[src/rtl/hfsm_pkg.sv]
// Shared types and constants of the heartbeat frame and slot monitor.
package hfsm_pkg;

	localparam int unsigned SlotMax     = 16;
	localparam int unsigned FrameLength = 17;
	localparam int unsigned PosWidth    = 5;

	// Fixed datagram bytes.
	localparam logic [7:0] FlagByte    = 8'hEF;
	localparam logic [7:0] FlagEndByte = 8'h00;
	localparam logic [7:0] CmdByte0    = 8'hFF;
	localparam logic [7:0] CmdByte1    = 8'h16;

	// Byte positions of interest inside a datagram.
	localparam logic [PosWidth-1:0] PosFlag0   = 5'd0;
	localparam logic [PosWidth-1:0] PosFlag1   = 5'd1;
	localparam logic [PosWidth-1:0] PosFlagEnd = 5'd2;
	localparam logic [PosWidth-1:0] PosCmd0    = 5'd7;
	localparam logic [PosWidth-1:0] PosCmd1    = 5'd8;
	localparam logic [PosWidth-1:0] PosHdrLast = 5'd10;
	localparam logic [PosWidth-1:0] PosHdrSum  = 5'd11;
	localparam logic [PosWidth-1:0] PosSlotsHi = 5'd12;
	localparam logic [PosWidth-1:0] PosSlotsLo = 5'd13;
	localparam logic [PosWidth-1:0] PosSumLast = 5'd15;
	localparam logic [PosWidth-1:0] PosSum     = 5'd16;
	localparam logic [PosWidth-1:0] PosEnd     = 5'd17;
	localparam logic [PosWidth-1:0] MinFlagLen = 5'd2;
	localparam logic [PosWidth-1:0] MinCmdLen  = 5'd9;

	typedef enum logic [2:0] {
		KIND_NONE    = 3'd0,
		KIND_FRAME   = 3'd1,
		KIND_CHANGES = 3'd2,
		KIND_REFRESH = 3'd3,
		KIND_QUIET   = 3'd4
	} report_kind_t;

	typedef enum logic [2:0] {
		STAT_OK      = 3'd0,
		STAT_FLAG    = 3'd1,
		STAT_CMD     = 3'd2,
		STAT_HDR_SUM = 3'd3,
		STAT_SUM     = 3'd4
	} frame_status_t;

	// Verdict of the datagram that ends with the current word.
	typedef struct packed {
		logic              pass;
		frame_status_t     status;
		logic [SlotMax-1:0] alive_bits;
	} frame_verdict_t;

endpackage

[src/rtl/heartbeat_frame_slot_monitor.sv]
// Top level of the heartbeat frame and slot monitor.
//
// The monitor takes one word per cycle on the input stream while the sink keeps
// up and returns exactly one word per input word on the output stream, so a
// word may follow its predecessor in the very next cycle. The input word is
// registered, then the datagram checker and the slot update logic evaluate it
// against the current state in a single pass and write the output register.
// A frame word (tuser bit 0 low) carries one datagram byte; the word with tlast
// high yields a frame verdict, and a passing datagram marks slots alive until
// the next tick. A tick word (tuser bit 0 high) compares every monitored slot
// with the state it last reported, reports newly alive and newly lost slots,
// optionally reports the full status when nothing changed and a refresh is
// due, and then forgets the current alive state. The output register is
// released as soon as the sink takes it, so a stalled sink stalls the input
// only after both registers are full. enabled_slots must be written through the
// configuration port while the stream is idle; the block does not enforce it.
module heartbeat_frame_slot_monitor
	import hfsm_pkg::*;
#(
	parameter int unsigned NUM_SLOTS = 16
) (
	input  logic        clk,
	input  logic        arst_n,

	input  logic        enabled_slots_wr_en,
	input  logic [15:0] enabled_slots_wr_data,

	input  logic        s_axis_tvalid,
	output logic        s_axis_tready,
	input  logic [7:0]  s_axis_tdata,  // frame_byte
	input  logic        s_axis_tlast,  // last_of_frame
	input  logic [2:0]  s_axis_tuser,  // opcode, first_of_frame, refresh_due

	output logic        m_axis_tvalid,
	input  logic        m_axis_tready,
	output logic [39:0] m_axis_tdata,  // frame_status, ok_mask, fail_mask,
	                                   // alarm_allowed, zero padding
	output logic [2:0]  m_axis_tuser   // report_kind
);

	localparam logic [SlotMax:0] SlotMaskWide =
		(({{SlotMax{1'b0}}, 1'b1}) << NUM_SLOTS) - {{SlotMax{1'b0}}, 1'b1};
	localparam logic [SlotMax-1:0] SlotMask = SlotMaskWide[SlotMax-1:0];

	// Input register.
	logic       valid_s1;
	logic       opcode_s1, first_s1, last_s1, refresh_s1;
	logic [7:0] byte_s1;

	// Output register.
	logic               valid_s2;
	report_kind_t       kind_s2;
	frame_status_t      status_s2;
	logic [SlotMax-1:0] ok_s2, fail_s2;
	logic               alarm_s2;

	// Monitor state.
	logic [15:0]        enabled_q;
	logic [SlotMax-1:0] alive_q;
	logic [SlotMax-1:0] reported_q;
	logic               first_tick_q;

	logic               advance;
	logic               take_byte;
	frame_verdict_t     verdict;
	logic [SlotMax-1:0] mon, ok_chg, fail_chg, reported_n;
	report_kind_t       kind_n;
	frame_status_t      status_n;
	logic [SlotMax-1:0] ok_n, fail_n;
	logic               alarm_n;

	assign advance       = valid_s1 && (!valid_s2 || m_axis_tready);
	assign s_axis_tready = !valid_s1 || advance;
	assign take_byte     = advance && !opcode_s1;

	hfsm_frame_chk u_frame_chk (
		.clk        (clk),
		.arst_n     (arst_n),
		.take       (take_byte),
		.frame_byte (byte_s1),
		.first      (first_s1),
		.last       (last_s1),
		.verdict    (verdict)
	);

	always_comb begin
		mon        = enabled_q & SlotMask;
		// A reported slot that is not alive now is lost; the reverse is new.
		fail_chg   = mon & reported_q & ~alive_q;
		ok_chg     = mon & ~reported_q & alive_q;
		reported_n = (reported_q & ~fail_chg) | ok_chg;

		kind_n   = KIND_NONE;
		status_n = STAT_OK;
		ok_n     = '0;
		fail_n   = '0;
		alarm_n  = 1'b0;

		if (!opcode_s1) begin
			if (last_s1) begin
				kind_n   = KIND_FRAME;
				status_n = verdict.status;
			end
		end else begin
			alarm_n = !first_tick_q;
			if (ok_chg != '0 || fail_chg != '0) begin
				kind_n = KIND_CHANGES;
				ok_n   = ok_chg;
				fail_n = fail_chg;
			end else if (refresh_s1 && mon != '0) begin
				kind_n = KIND_REFRESH;
				ok_n   = mon & reported_q;
				fail_n = mon & ~reported_q;
			end else begin
				kind_n = KIND_QUIET;
			end
		end
	end

	always_ff @(posedge clk or negedge arst_n) begin
		if (!arst_n) begin
			enabled_q <= '0;
		end else if (enabled_slots_wr_en) begin
			enabled_q <= enabled_slots_wr_data;
		end
	end

	always_ff @(posedge clk or negedge arst_n) begin
		if (!arst_n) begin
			alive_q      <= '0;
			reported_q   <= '0;
			first_tick_q <= 1'b1;
		end else if (advance) begin
			if (opcode_s1) begin
				alive_q      <= '0;
				reported_q   <= reported_n;
				first_tick_q <= 1'b0;
			end else if (verdict.pass) begin
				// Alive is sticky until the next tick.
				alive_q <= alive_q | verdict.alive_bits;
			end
		end
	end

	always_ff @(posedge clk or negedge arst_n) begin
		if (!arst_n) begin
			valid_s1 <= 1'b0;
		end else if (s_axis_tready) begin
			valid_s1 <= s_axis_tvalid;
		end
	end

	always_ff @(posedge clk) begin
		if (s_axis_tready && s_axis_tvalid) begin
			opcode_s1  <= s_axis_tuser[0];
			first_s1   <= s_axis_tuser[1];
			refresh_s1 <= s_axis_tuser[2];
			last_s1    <= s_axis_tlast;
			byte_s1    <= s_axis_tdata;
		end
	end

	always_ff @(posedge clk or negedge arst_n) begin
		if (!arst_n) begin
			valid_s2 <= 1'b0;
		end else if (advance) begin
			valid_s2 <= 1'b1;
		end else if (m_axis_tready) begin
			valid_s2 <= 1'b0;
		end
	end

	always_ff @(posedge clk) begin
		if (advance) begin
			kind_s2   <= kind_n;
			status_s2 <= status_n;
			ok_s2     <= ok_n;
			fail_s2   <= fail_n;
			alarm_s2  <= alarm_n;
		end
	end

	assign m_axis_tvalid = valid_s2;
	assign m_axis_tuser  = kind_s2;
	assign m_axis_tdata  = {4'b0000, alarm_s2, fail_s2, ok_s2, status_s2};

endmodule

[src/rtl/hfsm_frame_chk.sv]
// Datagram accumulator and checker: running sums, captured bytes and verdict.
module hfsm_frame_chk
	import hfsm_pkg::*;
(
	input  logic           clk,
	input  logic           arst_n,
	input  logic           take,
	input  logic [7:0]     frame_byte,
	input  logic           first,
	input  logic           last,
	output frame_verdict_t verdict
);

	logic [PosWidth-1:0] pos_q;
	logic [7:0]          hdr_sum_q;
	logic [7:0]          tot_sum_q;
	logic [7:0]          b11_q, b12_q, b13_q, b16_q;
	logic [1:0]          hdr_match_q;

	logic [PosWidth-1:0] pos_e, pos_n;
	logic [7:0]          hdr_sum_e, tot_sum_e, hdr_sum_n, tot_sum_n;
	logic [7:0]          b11_e, b12_e, b13_e, b16_e;
	logic [7:0]          b11_n, b12_n, b13_n, b16_n;
	logic [1:0]          hm_e, hm_n;
	logic                in_range;

	always_comb begin
		// A first word discards whatever was gathered before it.
		pos_e     = first ? '0 : pos_q;
		hdr_sum_e = first ? '0 : hdr_sum_q;
		tot_sum_e = first ? '0 : tot_sum_q;
		b11_e     = first ? '0 : b11_q;
		b12_e     = first ? '0 : b12_q;
		b13_e     = first ? '0 : b13_q;
		b16_e     = first ? '0 : b16_q;
		hm_e      = first ? '0 : hdr_match_q;

		in_range  = pos_e < PosEnd;
		pos_n     = in_range ? pos_e + 5'd1 : pos_e;
		hdr_sum_n = hdr_sum_e;
		tot_sum_n = tot_sum_e;
		b11_n     = b11_e;
		b12_n     = b12_e;
		b13_n     = b13_e;
		b16_n     = b16_e;
		hm_n      = hm_e;

		if (in_range) begin
			if ((pos_e == PosFlag0 || pos_e == PosFlag1) && frame_byte != FlagByte)
				hm_n[0] = 1'b1;
			if (pos_e == PosFlagEnd && frame_byte != FlagEndByte)
				hm_n[0] = 1'b1;
			if (pos_e == PosCmd0 && frame_byte != CmdByte0)
				hm_n[1] = 1'b1;
			if (pos_e == PosCmd1 && frame_byte != CmdByte1)
				hm_n[1] = 1'b1;
			if (pos_e <= PosHdrLast)
				hdr_sum_n = hdr_sum_e + frame_byte;
			if (pos_e <= PosSumLast)
				tot_sum_n = tot_sum_e + frame_byte;
			if (pos_e == PosHdrSum)
				b11_n = frame_byte;
			if (pos_e == PosSlotsHi)
				b12_n = frame_byte;
			if (pos_e == PosSlotsLo)
				b13_n = frame_byte;
			if (pos_e == PosSum)
				b16_n = frame_byte;
		end

		// Checks in priority order; missing bytes already count as zero.
		if (hm_n[0] || pos_n < MinFlagLen)
			verdict.status = STAT_FLAG;
		else if (hm_n[1] || pos_n < MinCmdLen)
			verdict.status = STAT_CMD;
		else if (hdr_sum_n != b11_n)
			verdict.status = STAT_HDR_SUM;
		else if (tot_sum_n != b16_n)
			verdict.status = STAT_SUM;
		else
			verdict.status = STAT_OK;

		verdict.pass       = last && (verdict.status == STAT_OK);
		// Slots 1-8 come from byte 13, slots 9-16 from byte 12.
		verdict.alive_bits = {b12_n, b13_n};
	end

	always_ff @(posedge clk or negedge arst_n) begin
		if (!arst_n) begin
			pos_q       <= '0;
			hdr_sum_q   <= '0;
			tot_sum_q   <= '0;
			b11_q       <= '0;
			b12_q       <= '0;
			b13_q       <= '0;
			b16_q       <= '0;
			hdr_match_q <= '0;
		end else if (take) begin
			if (last) begin
				pos_q       <= '0;
				hdr_sum_q   <= '0;
				tot_sum_q   <= '0;
				b11_q       <= '0;
				b12_q       <= '0;
				b13_q       <= '0;
				b16_q       <= '0;
				hdr_match_q <= '0;
			end else begin
				pos_q       <= pos_n;
				hdr_sum_q   <= hdr_sum_n;
				tot_sum_q   <= tot_sum_n;
				b11_q       <= b11_n;
				b12_q       <= b12_n;
				b13_q       <= b13_n;
				b16_q       <= b16_n;
				hdr_match_q <= hm_n;
			end
		end
	end

endmodule

[config.mk]
export PLATFORM = sky130hd
export DESIGN_NAME = heartbeat_frame_slot_monitor
export DESIGN_NICKNAME = d
export VERILOG_FILES = /design/src/rtl/hfsm_pkg.sv /design/src/rtl/heartbeat_frame_slot_monitor.sv /design/src/rtl/hfsm_frame_chk.sv
export SDC_FILE = /design/constraint.sdc
export NUM_CORES = 1
export LEC_CHECK = 0
export ABC_AREA = 1
export BUFFER_PORTS_ARGS = -buffer_cell sky130_fd_sc_hd__buf_4
export CORE_ASPECT_RATIO = 0.6
export CORE_MARGIN = 2
export CORE_UTILIZATION = 52
export DETAILED_ROUTE_END_ITERATION = 10
export HOLD_SLACK_MARGIN = 0.06
export PLACE_DENSITY = 0.71
export SLEW_MARGIN = 40
export SYNTH_ARGS = -nofsm -noshare
export SYNTH_HDL_FRONTEND = slang
export SYNTH_SLANG_ARGS = --single-unit
[constraint.sdc]
create_clock -name clk -period 3.3 [get_ports clk]
set_input_delay 0.495 -clock clk [delete_from_list [all_inputs] [get_ports clk]]
set_output_delay 0.495 -clock clk [all_outputs]
set_load 0.02 [all_outputs]
[Yosys cells after proc, flatten, opt, wreduce, memory -nomap -nowiden]
Index checks and enable logic that the tools add are counted.
Word-level totals
  register bits: 157
  input port bits: 33
  output and inout port bits: 45
  word-level logic and storage cells: 136
Cells by class
  add/subtract/negate cells: 3
  order comparisons: 5
  equal/unequal tests: 13
  multiplexer cells: 50
  bitwise operators: 11
  reductions and logical operators: 30
Operators with widths (count)
  8-bit two-way mux: 24
  16-bit two-way mux: 6
  16-bit bitwise AND: 5
  16-bit inverter: 3
  16-bit nonzero test: 3
  16-bit bitwise OR: 2
  3-bit two-way mux: 7
  5-bit by 4-bit equality test with 1-bit output, second input constant: 4
  8-bit adder: 2
  8-bit != test: 2
  8-bit != test, second input constant: 2
  5-bit two-way mux: 3
  5-bit by 4-bit <= comparator with 1-bit output, second input constant: 2
  1-bit logical AND: 9
  8-bit by 5-bit != test with 1-bit output, second input constant: 1
  8-bit nonzero test: 1
  1-bit two-way mux: 7
  1-bit logical OR: 6
  2-bit two-way mux: 3
  5-bit by 1-bit adder with 5-bit output, second input constant: 1
  5-bit by 1-bit equality test with 1-bit output, second input constant: 1
  5-bit by 2-bit equality test with 1-bit output, second input constant: 1
  5-bit by 3-bit equality test with 1-bit output, second input constant: 1
  5-bit equality test, second input constant: 1
  other kinds (10): 15

[Logic depth before layout (Yosys ltp)]
Gate-level depths: netlist of the first run.
  depth after elaboration: 14
  mapped depth: 25
  gate-level depth less buffers: 21

[By module]
Synthesis of the first run repeated with hierarchy kept, for this count alone.
Unflattened totals
  cells, all modules: 1262
  area, all modules: 9208.8 um2
Modules (own cells, without submodules)
  heartbeat_frame_slot_monitor: instances 1, cells each 581, area each 4785.8 um2, seq. area each 2808.9 um2
  hfsm_frame_chk: instances 1, cells each 681, area each 4423.0 um2, seq. area each 1376.3 um2

[Worst setup path before layout of the first run]
Ideal clock, no wire load.
  kind: flip-flop to flip-flop
  from: register first_s1
  to: register alive_q[6]
  setup time: 0.118 ns
  arrival: 2.932 ns
  required time: 3.182 ns
  slack: 0.249 ns
  cell stages (with the launch flop): 25
  buffers on the path: 4
  clock period less this slack: 3.051 ns
  path through: edfxtp_1 -> buf_6 -> inv_6 -> buf_6 -> buf_4 -> nand2_1 -> inv_1 -> ha_1 -> inv_1 -> nor3_1 -> ha_1 -> inv_1 -> nand2_2 -> nand2_2 -> nand2_1 -> nand2_1 -> nand2_1 -> nand2_1 -> nor2_1 -> nand2_1 -> nor3_2 -> nand3_4 -> buf_2 -> nand3_1 -> nand2_1
On the way
  cells in the longest elaborated chain, start to end: 13
  elaborated cells between the ends (all ways): 59
  classes of those cells: add/sub: 3; order compare: 5; eq/ne: 9; mux: 29; bitwise: 1; reduce/logical: 12
RTL lines
  from (decl): RTL line heartbeat_frame_slot_monitor.sv:47  | logic opcode_s1, first_s1, last_s1, refresh_s1;
  from (signal assigned): RTL line heartbeat_frame_slot_monitor.sv:156  | first_s1 <= s_axis_tuser[1];
  8-bit two-way mux / 5-bit two-way mux (equally long branches): RTL line hfsm_frame_chk.sv:31, hfsm_frame_chk.sv:29
  8-bit adder (tied with other cells): RTL line hfsm_frame_chk.sv:60  | tot_sum_n = tot_sum_e + frame_byte;
  8-bit two-way mux (tied with other cells): RTL line hfsm_frame_chk.sv:59  | if (pos_e <= PosSumLast)
  8-bit two-way mux (tied with other cells): RTL line hfsm_frame_chk.sv:48  | if (in_range) begin
  8-bit != test (tied with other cells): RTL line hfsm_frame_chk.sv:78  | else if (tot_sum_n != b16_n)
  3-bit two-way mux (tied with other cells): RTL line hfsm_frame_chk.sv:78
  3-bit two-way mux (tied with other cells): RTL line hfsm_frame_chk.sv:76  | else if (hdr_sum_n != b11_n)
  3-bit two-way mux / 1-bit logical OR (equally long branches): RTL line hfsm_frame_chk.sv:74, hfsm_frame_chk.sv:72
  3-bit two-way mux: RTL line hfsm_frame_chk.sv:72  | if (hm_n[0] || pos_n < MinFlagLen)
  3-bit zero test: RTL line hfsm_frame_chk.sv:83  | verdict.pass = last && (verdict.status == STAT_OK);
  1-bit logical AND: RTL line hfsm_frame_chk.sv:83
  2-bit nonzero test (no source line)
  2-bit AND reduction (no source line)
  to (signal assigned): RTL line heartbeat_frame_slot_monitor.sv:140  | alive_q <= alive_q | verdict.alive_bits;
  to (decl): RTL line heartbeat_frame_slot_monitor.sv:59  | logic [SlotMax-1:0] alive_q;
Parallel ways exist; a longest one is shown, timed or not. The select of a mux whose other input is x is not followed.
A chain may end at the register's enable or synchronous reset.

[Final worst setup path of the first run]
  from: register first_s1
  to: register alive_q[15]
The elaborated chain is that of the path after synthesis.

==> results of run 1 <==
[cells in the mapped netlist (2+ instances only)]
| master | instances | area, µm² |
|---|---|---|
| a211oi_1 | 32 | 240 |
| a21oi_1 | 6 | 30.0 |
| buf_1 | 3 | 11.3 |
| buf_2 | 4 | 20.0 |
| buf_4 | 6 | 45.0 |
| buf_6 | 4 | 45.0 |
| clkbuf_1 | 32 | 120 |
| dfrtp_1 | 105 | 2630 |
| edfxtp_1 | 51 | 1530 |
| fa_1 | 2 | 40.0 |
| ha_1 | 15 | 188 |
| inv_1 | 153 | 574 |
| inv_2 | 7 | 26.3 |
| nand2_1 | 270 | 1010 |
| nand2_2 | 19 | 119 |
| nand2_4 | 4 | 45.0 |
| nand3_1 | 90 | 450 |
| nand3_2 | 3 | 30.0 |
| nand3b_1 | 6 | 45.0 |
| nand4_1 | 13 | 81.3 |
| nor2_1 | 107 | 402 |
| nor2_2 | 2 | 12.5 |
| nor2_4 | 3 | 33.8 |
| nor3_1 | 4 | 20.0 |
| nor4_1 | 10 | 62.6 |
| o21ai_0 | 99 | 495 |
| o21ai_1 | 9 | 45.0 |
| o21ai_2 | 3 | 26.3 |
| o21ai_4 | 2 | 32.5 |
| o22ai_1 | 45 | 282 |
| or2_2 | 16 | 100 |
| xnor2_1 | 4 | 35.0 |
| xor2_1 | 5 | 43.8 |
[layer usage]
| metal | global-route usage, % | share of wire, % | up-vias |
|---|---|---|---|
| met5 | 0 | 0 | - |
| li1 | - | - | 4006 |
| met4 | 6.30 | 0.79 | 0 |
| met2 | 38.6 | 41 | 374 |
| met1 | 45.4 | 48 | 3919 |
| met3 | 8.15 | 11 | 21 |
[layout make-up]
cell class / count / area (µm²)
fill: 1476 / 6140
sequential: 157 / 4190
multi-input combinational: 780 / 4130
timing repair buffer: 138 / 1140
inverter: 162 / 613
clock buffer: 17 / 425
tap: 234 / 293
clock inverter: 15 / 114
[timing repair]
action | in CTS | in global routing
setup buffers | 0 | 10
resized for setup | 0 | 51
setup endpoints to repair | 0 | 18
[kinds of logic after synthesis]
group | after synthesis | synth area share, %
flops | 157 | 46.5
compound gates | 199 | 13.0
fa+ha+maj | 17 | 2.53
other cells | 1 | 0.0416
xor+xnor | 9 | 0.875
buf+inv | 212 | 9.71
simple gates | 550 | 27.3
[power by group]
| group | switching (mW) | internal (mW) |
|---|---|---|
| Clock | 0.870 | 0.972 |
| Combinational | 1.73 | 0.939 |
| Sequential | 0.216 | 2.46 |
[layout by cell type, fill, tap and decap left out, types with 3 or more instances in the layout]
master and instances:
inv_1 148, nand3_1 86, nand2_4 4, o21ai_0 98, dfrtp_1 105, nand3_2 7, o21ai_2 3, nor3_1 3
nor2_4 8, conb_1 4, o21ai_1 10, xnor2_1 3, clkinv_4 5, a211oi_1 32, buf_4 129, nor2_1 95
nand2_2 21, buf_6 3, o22ai_1 45, ha_2 6, clkbuf_16 20, ha_1 8, buf_12 3, edfxtp_1 51
xor2_1 5, nor2_2 9, inv_6 6, nor4_1 10, inv_2 12, nand3b_1 6, clkinv_2 3, a21oi_1 4
or2_2 16, nand2_1 267, nand4_1 13
[worst paths after layout]
| check | start | to | depth (start not counted) |
|---|---|---|---|
| setup / recovery | first_s1 | alive_q[15] | 21 |
| hold / removal | arst_n | u_frame_chk.b11_q[5] | 1 |
| setup reg to reg | first_s1 | alive_q[15] | 21 |
| hold reg to reg | first_tick_q | first_tick_q | 2 |
| max in group asynchronous | arst_n | valid_s1 | 2 |
| min in group clk | s_axis_tdata[0] | byte_s1[0] | 1 |
[worst register-to-register path, delay by kind of cell (launching register included)]
family	cells	cell delay [ns]
buffers and inverters	2	0.39
AND/OR/NAND/NOR	17	1.59
adder cells (fa/ha/maj)	2	0.56
flip-flops	1	0.55
==> impl_results.md, run 1 <==
* Crit-path cells: buf_4, nor2_1, ha_2, fa_2, nand3_2, nand3_2, nand2_1, nand2_1, nand2_1, nand2_1, nand3_1, nand2_1, nand2_1, nand2_1, nand2_1, nand3_2, nor3_4, nand3_4, clkbuf_16, nand3_1, nand2_1
* Synth Instances at 1,145
* Hold buffers post-CTS at 0
* Total Wirelength at 26,100 µm
* Core ar. at 17,000 µm²
* Vias post-DR at 8,320
* Final TNS setup at 0 ns
* Utilization after layout at 64.0%
* DP Area at 10,000 µm²
* Crit share post-route at 96.6%
* Pre-CTS WS at 0.101 ns
* Drt pass-1 iters at 6
* IO Pins at 78
* CTS Sinks at 157
* Register area share after synthesis at 46.5%
* H-tree Lvls at 4
* First-pass GRT wire length at 40,800 µm
* Most used cell along the critical path: nand2_1
* Die area at 18,400 µm²
* Post-synth EDFFs at 51
* Post-synth cell types at 44
* CP endpoint kind: register
* YS warnings at 0
* Rows at 37
* Synthesis-to-layout area growth at 21.0%
* Via density at 5.54
* Kind of critical path: reg -> reg
* Total grt overflow at 0
* Crit-path max cell delay at 0.55 ns
* Initial Utilization at 52.8%
* Num CTS Buffers at 17
* HPWL Detailed at 18,700 µm
* Slowest CP cell: edfxtp_1
* CP Data Required Time at 3.62 ns
* Cell area after synthesis at 9000 µm²
* Gr usage total at 28.8%
* Die Wd at 174 µm
* PnR worst setup slack at 0.111 ns
* # DRC at 0
* Violation count after the first detailed-route iteration at 1,099
* Vias in the first global route at 7,523
* Slew headroom at 51.5%
* Final hold violations at 0
* Initial antenna violation count at 1
* Reg clk slew, reported paths at 0.07 ns
* Final Cell Area at 10,900 µm²
* Clock buffer depth at 2
* Drt wl/cell at 17.4 µm
* Leakage Power at 5.23 nW
* Setup Skew at 0.0115 ns
* Number of antenna diodes at 0
* Slew Limit Fails at 0
* DIE HEIGHT at 106 µm
* Post-synthesis area per instance at 7.86 µm²
* Worst slew pin tran at 0.728 ns
* WHS at 0.0273 ns
* Power consumption at 7.18 mW
* Clk_lat worst skew at 0.43 ns
* Synth Flop Type: dfrtp_1
* Endpoints failing setup at 0
* TritonCTS clock tree: done
* GPL Wtd Cong at 0.926
* R2R Setup Slk at 0.11 ns
* Placed Instances at 1,457
* Root buf cell: clkbuf_16
* Max-cap violations at 0
* Outcome: finished, final reports clean
* Startpoint types: register
* Final Critical Period at 3.19 ns
* Layout cells sized above 1 at 21.3%
* Port Buffers at 73
* Layout net count at 1,306
* Yosys reg bits at 157
* Asr flop ratio synth at 67.5%
* Finished Layout Cells at 1,503
* Crit path max fanout at 8
* Antenna Nets Post-Route at 0
* Fmax at 314 MHz
* CP Buf/Inv Count at 2
* PwrDens at 659 nW/µm²
* Worst VDD drop at 0.000368 V
* Cell family with most CP delay: simple AND/OR/NAND/NOR gates
* Worst hold path class: in -> async
* Largest net degree at the start of global routing at 64
* Worst path arrival time at 3.50 ns
(Power assumes the default switching activity.)
==> inputs of run 2 (changes only) <==
- CORE_UTILIZATION: 52 -> 50
- PLACE_DENSITY: 0.71 -> 0.69
==> impl_results.md, run 2 (synthesized netlist as in run 1, its figures left out) <==
* Outcome: finished, final reports clean
* Num CTS Buffers at 17
* Pre-CTS WS at 0.121 ns
* Placed Instances at 1,455
* Worst path arrival time at 3.43 ns
* Setup Skew at 0.0113 ns
* Final Critical Period at 3.12 ns
* Final Cell Area at 10,800 µm²
* Port Buffers at 73
* Worst slew pin tran at 0.747 ns
* Finished Layout Cells at 1,493
* Crit path max fanout at 12
* Worst VDD drop at 0.000526 V
* FF-to-FF path depth at 19
* PnR worst setup slack at 0.180 ns
* Leakage Power at 5.21 nW
* Number of antenna diodes at 0
* Vias in the first global route at 7,426
* Gr usage total at 27.6%
* Final hold violations at 0
* Fmax at 321 MHz
* PwrDens at 685 nW/µm²
* Die Wd at 177 µm
* Clk_lat worst skew at 0.43 ns
* First-pass GRT wire length at 40,200 µm
* Slew headroom at 49.7%
* Clock buffer depth at 2
* RR Endpoint: alive_q[7]
* Drt pass-1 iters at 6
* GPL Wtd Cong at 0.924
* Reg2reg start: first_s1
* IO Pins at 78
* Commonest non-fill, non-tap cell in the layout: nand2_1
* Die area at 19,100 µm²
* Power consumption at 7.43 mW
* Worst hold path class: in -> reg
* DIE HEIGHT at 108 µm
* Endpoints failing setup at 0
* Antenna Nets Post-Route at 0
* Total grt overflow at 0
* CP endpoint kind: register
* Kind of critical path: reg -> reg
* Core ar. at 17,400 µm²
* CP endpoint: alive_q[7]
* TritonCTS clock tree: done
* Layout net count at 1,296
* Root buf cell: clkbuf_16
* DP Area at 10,000 µm²
* CP Data Required Time at 3.61 ns
* Via density at 5.46
* Initial antenna violation count at 1
* Reg clk slew, reported paths at 0.07 ns
* R2R Setup Slk at 0.18 ns
* Total Wirelength at 25,300 µm
* Layout cells sized above 1 at 19.1%
* Crit share post-route at 94.5%
* Initial Utilization at 51.9%
* Startpoint types: register
* Final TNS setup at 0 ns
* HPWL Detailed at 18,300 µm
* Vias post-DR at 8,151
* CTS Sinks at 157
* Most frequent cells in the layout: nand2_1 (270), inv_1 (153), buf_4 (119)
* Violation count after the first detailed-route iteration at 1,051
* Slew Limit Fails at 0
* Synthesis-to-layout area growth at 20.4%
* Drt wl/cell at 16.9 µm
* WHS at 0.243 ns
* H-tree Lvls at 4
* Largest net degree at the start of global routing at 53
* Max-cap violations at 0
* # DRC at 0
* CP startpoint: first_s1
* Rows at 37
* Utilization after layout at 62.4%
-- run 2: cell types whose count changed in the layout (fill, tap and decap cells not counted), moves of 3 or more --
cell	delta
inv_1	+5
nand3_1	+4
inv_6	-3
buf_4	-10
bufinv_16	+4
clkbuf_16	-3
nand2_1	+3
nand2_2	-4
inv_2	-5
nand3_2	-4
clkinv_4	-3
buf_12	+3
nor2_1	+3
-- run 2: worst min path at each step --
stage,from,endpoint,slack [ns],cells after the start
6_report,s_axis_tdata[7],byte_s1[7],0.24,1
5_1_grt,s_axis_tuser[1],first_s1,0.23,1
3_3_place_gp,first_tick_q,first_tick_q,0.44,2
3_5_place_dp,first_tick_q,first_tick_q,0.45,2
2_1_floorplan,arst_n,asynchronous set/reset pin,0.20,0
4_1_cts,arst_n,u_frame_chk.tot_sum_q[1],0.16,1
-- run 2: area by class of cell --
cell class | instances | area (µm²)
Clock buffer | 19 | 453
Clock inverter | 13 | 188
Fill cell | 1505 | 6520
Inverter | 162 | 613
Multi-Input combinational cell | 779 | 4050
Sequential cell | 157 | 4190
Tap cell | 234 | 293
Timing Repair Buffer | 129 | 1060
-- run 2: power breakdown --
part	total (mW)	internal, mW	switching, mW
sequential	2.67	2.46	0.211
clock	2.16	1.31	0.845
combinational	2.60	0.919	1.68
-- run 2: what timing repair did --
action / 4_1_cts / 5_1_grt
setup endpoints to repair: 0 / 17
hold buffers: 0 / 1
setup buffers: 0 / 4
resized for setup: 0 / 22
hold endpoints to repair: 0 / 18
-- run 2: worst max-delay path, cell delays in order, from the launching register on --
cell and delay, ns:
edfxtp_1 0.41, buf_12 0.18, buf_4 0.19, nor2_2 0.21, ha_4 0.25, a21oi_1 0.17
nand2_1 0.12, nand2_1 0.08, nand3_1 0.12, nand2_1 0.09, nand2_1 0.05, nand3_1 0.11
nand2_1 0.07, nand2_1 0.06, nand3_1 0.11, nor3_4 0.30, nand3_4 0.19, buf_6 0.18
nand3_1 0.06, nand2_1 0.06
-- run 2: routing by layer --
layer,vias to the layer above,share of wire [%],track usage [%]
met1,3784,50,45.0
met4,2,0.69,4.96
met5,-,0.032,0
met2,362,39,36.5
li1,3985,-,-
met3,18,10,6.86
